$ cat config.mk
export PLATFORM = sky130hd
export DESIGN_NAME = sfpd_div
export DESIGN_NICKNAME = d
export VERILOG_FILES = /design/src/hdl/sfpd_pkg.sv /design/src/hdl/sfpd_div.sv
export SDC_FILE = /design/constraint.sdc
export NUM_CORES = 2
export LEC_CHECK = 0
export ABC_AREA = 1
export ABC_CLOCK_PERIOD_IN_PS = 3450
export BUFFER_PORTS_ARGS = -buffer_cell sky130_fd_sc_hd__buf_2
export CORE_MARGIN = 2
export CORE_UTILIZATION = 25
export CTS_BUF_LIST = sky130_fd_sc_hd__clkbuf_16
export CTS_CLUSTER_DIAMETER = 80
export DETAILED_ROUTE_END_ITERATION = 10
export MAX_ROUTING_LAYER = met4
export PLACE_DENSITY = 0.47
export SLEW_MARGIN = 0
export SYNTH_ARGS = -nofsm -noshare
export SYNTH_HDL_FRONTEND = slang
export SYNTH_SLANG_ARGS = --single-unit
export TNS_END_PERCENT = 20
$ cat constraint.sdc
create_clock -name clk -period 3.45 [get_ports clk]
set_input_delay 0.1725 -clock clk [delete_from_list [all_inputs] [get_ports clk]]
set_output_delay 0.1725 -clock clk [all_outputs]
set_load 0.005 [all_outputs]
$ cat src/hdl/sfpd_pkg.sv
// sfpd_pkg: constants, types and membership helpers of the fuzzy PD controller.
// No dependencies.
package sfpd_pkg;

  localparam int FracBits   = 14;
  localparam int RecipShift = 16;
  localparam int InW        = 16;
  localparam int DriveW     = 15;
  localparam int MuW        = FracBits + 1;
  localparam int SbW        = MuW + 3;
  localparam int KW         = FracBits + 1;
  localparam int SyW        = MuW + KW + 4;
  localparam int MagW       = SyW - 1;
  localparam int NumW       = MagW + 2;
  localparam int DenW       = SbW + 1;
  localparam int QW         = NumW;

  localparam logic [MuW-1:0] One = MuW'(1 << FracBits);

  localparam longint K0001 = ((longint'(1) <<< FracBits) + 500) / 1000;
  localparam longint K011  = ((longint'(11) <<< FracBits) + 50) / 100;
  localparam longint K017  = ((longint'(17) <<< FracBits) + 50) / 100;
  localparam longint K022  = ((longint'(22) <<< FracBits) + 50) / 100;
  localparam longint K04   = ((longint'(4) <<< FracBits) + 5) / 10;
  localparam longint K08   = ((longint'(8) <<< FracBits) + 5) / 10;
  localparam longint K095  = ((longint'(95) <<< FracBits) + 50) / 100;
  localparam longint LOne  = longint'(1) <<< FracBits;
  localparam longint LTwo  = longint'(2) <<< FracBits;

  // Slope reciprocals, round(2^(FracBits+RecipShift) / width).
  localparam longint RcpNum = longint'(1) <<< (FracBits + RecipShift);
  localparam longint WShd   = K022 - K017;
  localparam longint WNsL   = K022 - K011;
  localparam longint WNsR   = K0001 + K011;
  localparam longint WPsL   = K011 - K0001;
  localparam longint RcpOne = (RcpNum + LOne / 2) / LOne;
  localparam longint RcpShd = (RcpNum + WShd / 2) / WShd;
  localparam longint RcpNsL = (RcpNum + WNsL / 2) / WNsL;
  localparam longint RcpNsR = (RcpNum + WNsR / 2) / WNsR;
  localparam longint RcpZe  = (RcpNum + K011 / 2) / K011;
  localparam longint RcpPsL = (RcpNum + WPsL / 2) / WPsL;
  localparam longint RcpPsR = RcpNsL;
  localparam longint RcpRz  = (RcpNum + K04 / 2) / K04;

  localparam int RegW = InW + 2;
  typedef logic signed [RegW-1:0] wide_t;
  typedef logic [MuW-1:0] mu_t;

  // Ramp term: position diff on a slope, scaled by its constant reciprocal, clamped.
  function automatic mu_t ramp(input wide_t diff, input longint recip);
    longint prod;
    prod = (longint'(diff) * recip + (longint'(1) <<< (RecipShift - 1))) >>> RecipShift;
    if (prod > LOne) ramp = One;
    else ramp = mu_t'(prod);
  endfunction

  function automatic mu_t tri_mu(input wide_t x, input longint a, input longint b,
                                 input longint c, input longint rl, input longint rr);
    if (longint'(x) < a) tri_mu = '0;
    else if (longint'(x) <= b) tri_mu = ramp(wide_t'(longint'(x) - a), rl);
    else if (longint'(x) <= c) tri_mu = ramp(wide_t'(c - longint'(x)), rr);
    else tri_mu = '0;
  endfunction

  function automatic mu_t trap_mu(input wide_t x, input longint a, input longint b,
                                  input longint c, input longint d,
                                  input longint rl, input longint rr);
    if (longint'(x) < a) trap_mu = '0;
    else if (longint'(x) <= b) trap_mu = ramp(wide_t'(longint'(x) - a), rl);
    else if (longint'(x) <= c) trap_mu = One;
    else if (longint'(x) <= d) trap_mu = ramp(wide_t'(d - longint'(x)), rr);
    else trap_mu = '0;
  endfunction

  function automatic mu_t mn(input mu_t a, input mu_t b);
    mn = (a < b) ? a : b;
  endfunction

  function automatic mu_t mx(input mu_t a, input mu_t b);
    mx = (a > b) ? a : b;
  endfunction

endpackage

$ cat src/hdl/sfpd_div.sv
// sfpd_div: pipelined restoring divider, one quotient bit per stage.
// Depends on sfpd_pkg. Moves along when adv is high.
module sfpd_div (
  input  logic                         clk,
  input  logic                         adv,
  input  logic [sfpd_pkg::NumW-1:0]    num,
  input  logic [sfpd_pkg::DenW-1:0]    den,
  input  logic                         neg_in,
  input  logic                         zero_in,
  output logic [sfpd_pkg::QW-1:0]      quo,
  output logic                         neg_out,
  output logic                         zero_out
);
  import sfpd_pkg::*;
  localparam int N  = NumW;
  localparam int RW = DenW + 1;

  logic [RW-1:0]   rem_r [N+1];
  logic [N-1:0]    q_r   [N+1];
  logic [DenW-1:0] den_r [N+1];
  logic [N:0]      neg_r;
  logic [N:0]      zero_r;

  always_comb begin
    rem_r[0] = '0;
    q_r[0]   = num;
    den_r[0] = den;
    neg_r[0] = neg_in;
    zero_r[0] = zero_in;
  end

  for (genvar i = 0; i < N; i++) begin : g_stage
    logic [RW-1:0] sh;
    logic [RW-1:0] diff;
    logic          ge;
    always_comb begin
      sh   = {rem_r[i][RW-2:0], q_r[i][N-1]};
      diff = sh - RW'(den_r[i]);
      ge   = sh >= RW'(den_r[i]);
    end
    always_ff @(posedge clk) begin
      if (adv) begin
        rem_r[i+1]  <= ge ? diff : sh;
        q_r[i+1]    <= {q_r[i][N-2:0], ge};
        den_r[i+1]  <= den_r[i];
        neg_r[i+1]  <= neg_r[i];
        zero_r[i+1] <= zero_r[i];
      end
    end
  end

  assign quo      = q_r[N];
  assign neg_out  = neg_r[N];
  assign zero_out = zero_r[N];
endmodule

==> metrics.csv <==
metric,value,unit
synth-compound-area-share,2.61,%
switching_share,38.3,%
grt_pass1_vias,82900,
drv_cap,0,
dp_hpwl,234,mm
vdd_drop_max,412,uV
dieArea,0.516,sq mm
setup_violations,0,
layout-drive-gt1-share,5.98,%
post_drt_wl_per_cell,15.5,um
r2r_end,g_stage[18].sh[4],
critical_path_class,reg -> reg,
cts_resized,0,
ys_seq_area_share,60.9,%
p_sw,48.3,mW
grt_max_degree,109,
antenna_found_initial,7,
clk_path_buf_depth,4,
reg2reg_from,den_r[342],
place.port_buffers,94,
clk_pin_slew,0.05,ns
synth_seq_cells,2587,
worst_path_largest_cell_delay,0.53,ns
synth-simple-area-share,20.7,%
drtIter0Drc,5915,
hp-class,in -> reg,
grt.overflow.total,0,
leakagePower,64.9,nW
synthXorXnorAreaFrac,2.27,%
cts_tree,yes,
avgSynthCellArea,9.98,sq um
slowest_stage,edfxtp_1,
finish.instance_area,0.148,sq mm
synthArstFlopShare,0,%
status,"finished, final reports clean",
required,4.16,ns
crit_top_cell,nand3_1,
netlist_instances,12800,
final_cell_mix,"nand2_1, edfxtp_1, inv_1, nor2_1, nand3_1",
vias_per_cell,4.14,
cts_htree_levels,5,
drcViolationCount,0,
rsz0062_at_grt,false,
clock-skew-final,0.0798,ns
min_to,g_stage[1].sh[1],
min_path_cells,4,
fin_tns_setup,0,ns
power_frac_seq,37.3,%
totalWireLength,314,mm
io_pins,95,
synth_area,0.128,sq mm
critPathArrivalTime,3.73,ns
synth_top_family_by_area,simple AND/OR/NAND/NOR gates,
yosys_warnings,0,
clock_latency,0.97,ns
start_util,25.1,%
maxClockFrequency,332,MHz
post_dp_cell_area,0.137,sq mm
core,0.509,sq mm
cp-start-kind,register,
pwr-share-comb,36.2,%
rows,262,
yosys.area_share.adder,6.87,%
grt_first_pass_wirelength,488,mm
die_h,719,um
clock_sinks,2587,
cts_made_buffers,323,
vias,84100,
ys.flop_type,edfxtp_1,
power_density,850,mW/mm^2
gp_congestion,0.873,
drt_pass1_iterations,6,
synthDistinctLibCells,35,
worstHoldStart,num[34],
nets,14000,
r2r_slack,0.44,ns
tightest_slew,0.882,ns
finalMaxSlewViolations,0,
synth_edf_count,2587,
antenna_left,0,
crit_path_end_kind,register,
syn_nets,13500,
track_usage,12.2,%
path_cells,ha_1 > fa_1 > inv_1 > nand3_1 > nand3_1 > nand3_1 > nand3_1 > nand2_1 > nand2_2 > inv_2 > nand2_1 > nand2_1,
relSlewSlack,41.2,%
hold_viol_final,0,
synth.area.mux_share,0,%
period_needed,3.01,ns
reg2reg_depth,12,
clockRootBuffer,clkbuf_16,
p_clk_share,26.4,%
path_max_fanout,17,
intPower,77.8,mW
period_share,87.4,%
final_common_cell,nand2_1,
area_growth,16.3,%
die_w,719,um
## how the worst max path moves through the flow
stage | end | slack (ns) | cells after the start | from
final | g_stage[18].sh[4] | 0.44 | 12 | den_r[342]
after floorplan | g_stage[27].sh[18] | 1.27 | 12 | den_r[171]
after detailed placement | g_stage[18].sh[5] | 0.41 | 12 | den_r[342]
after global routing | g_stage[9].sh[17] | 0.23 | 12 | den_r[513]
after CTS | g_stage[18].sh[6] | 0.38 | 12 | den_r[342]
after global placement | g_stage[18].sh[6] | 0.37 | 12 | den_r[342]
## state kept, by name, indices dropped and copies added (netlist names)
register / cells
neg_out: 1
zero_r: 34
zero_out: 1
neg_r: 34
quo: 35
q_r: 1156
g_stage.sh: 680
den_r: 646
## critical path, delay by kind of cell (launching register included)
| kind | cells | cell delay [ns] |
|---|---|---|
| AND/OR/NAND/NOR | 8 | 1.07 |
| buffers and inverters | 2 | 0.37 |
| adder cells (fa/ha/maj) | 2 | 0.79 |
| flip-flops | 1 | 0.53 |
## power by group through the flow
stage	combinational (mW)	clock, mW	sequential, mW
global placement	45.5	0	48.1
floorplan	35.2	0	45.0
global route	52.9	36.0	47.6
finish	45.7	33.4	47.1
detailed placement	45.6	0	47.9
CTS	46.0	34.8	47.4
## through the flow
step | setup slack, ns | total power, mW | hold slack, ns | std cells | util (%)
floorplan | 1.27 | 80.3 | 0.271 | 12800 | -
global placement | 0.370 | 93.6 | 0.349 | 19600 | 26.9
detailed placement | 0.407 | 93.5 | 0.351 | 19600 | 26.9
CTS | 0.384 | 128 | 0.139 | 20300 | 29.2
global route | 0.226 | 136 | 0.214 | 20300 | 29.2
finish | 0.435 | 126 | 0.221 | 20300 | 29.2
## cell usage after synthesis, types with 21 or more instances
cell type / n / share of area, %
xnor2_1: 98 / 0.67
nand2_2: 39 / 0.19
nor3_1: 220 / 0.86
buf_4: 89 / 0.52
nand3_1: 682 / 2.7
fa_1: 33 / 0.52
nor2_1: 880 / 2.6
ha_1: 648 / 6.4
nand3b_1: 168 / 0.99
inv_1: 1930 / 5.7
edfxtp_1: 2587 / 61
and2_1: 36 / 0.18
o21ai_0: 207 / 0.81
nor2_2: 21 / 0.10
o21bai_1: 30 / 0.18
nand2_1: 4369 / 13
inv_2: 27 / 0.079
xor2_1: 233 / 1.6
a21oi_1: 376 / 1.5
buf_6: 45 / 0.40
## cell families (layout without fill, tap and decap cells)
kind of cell	after synthesis	after routing
simple gates	6453	6453
flops	2587	2587
buf+inv	2100	2876
fa+ha+maj	681	681
compound gates	643	643
xor+xnor	331	331
other cells	0	5
## cell type report
cell class,instances,area [sq um]
clock buffer,325,8130
timing repair buffer,326,3030
multi-input combinational,8108,41400
clock inverter,261,2430
sequential,2587,77700
tap,6732,8420
antenna,5,12.5
inverter,1964,7390
fill,53200,360000
## what timing repair did
action / CTS / global route
buffers inserted: 0 / 0
hold endpoints to repair: 114 / 0
hold buffers: 112 / 0
## routing by layer
metal	part of all wire [%]	vias to the layer above	global-route usage [%]
met5	0	-	-
met4	3.0	0	3.65
met3	3.6	518	1.55
met2	47	1295	19.9
met1	47	39300	15.9
li1	-	43000	-
Power figures use the tool's default switching activity.
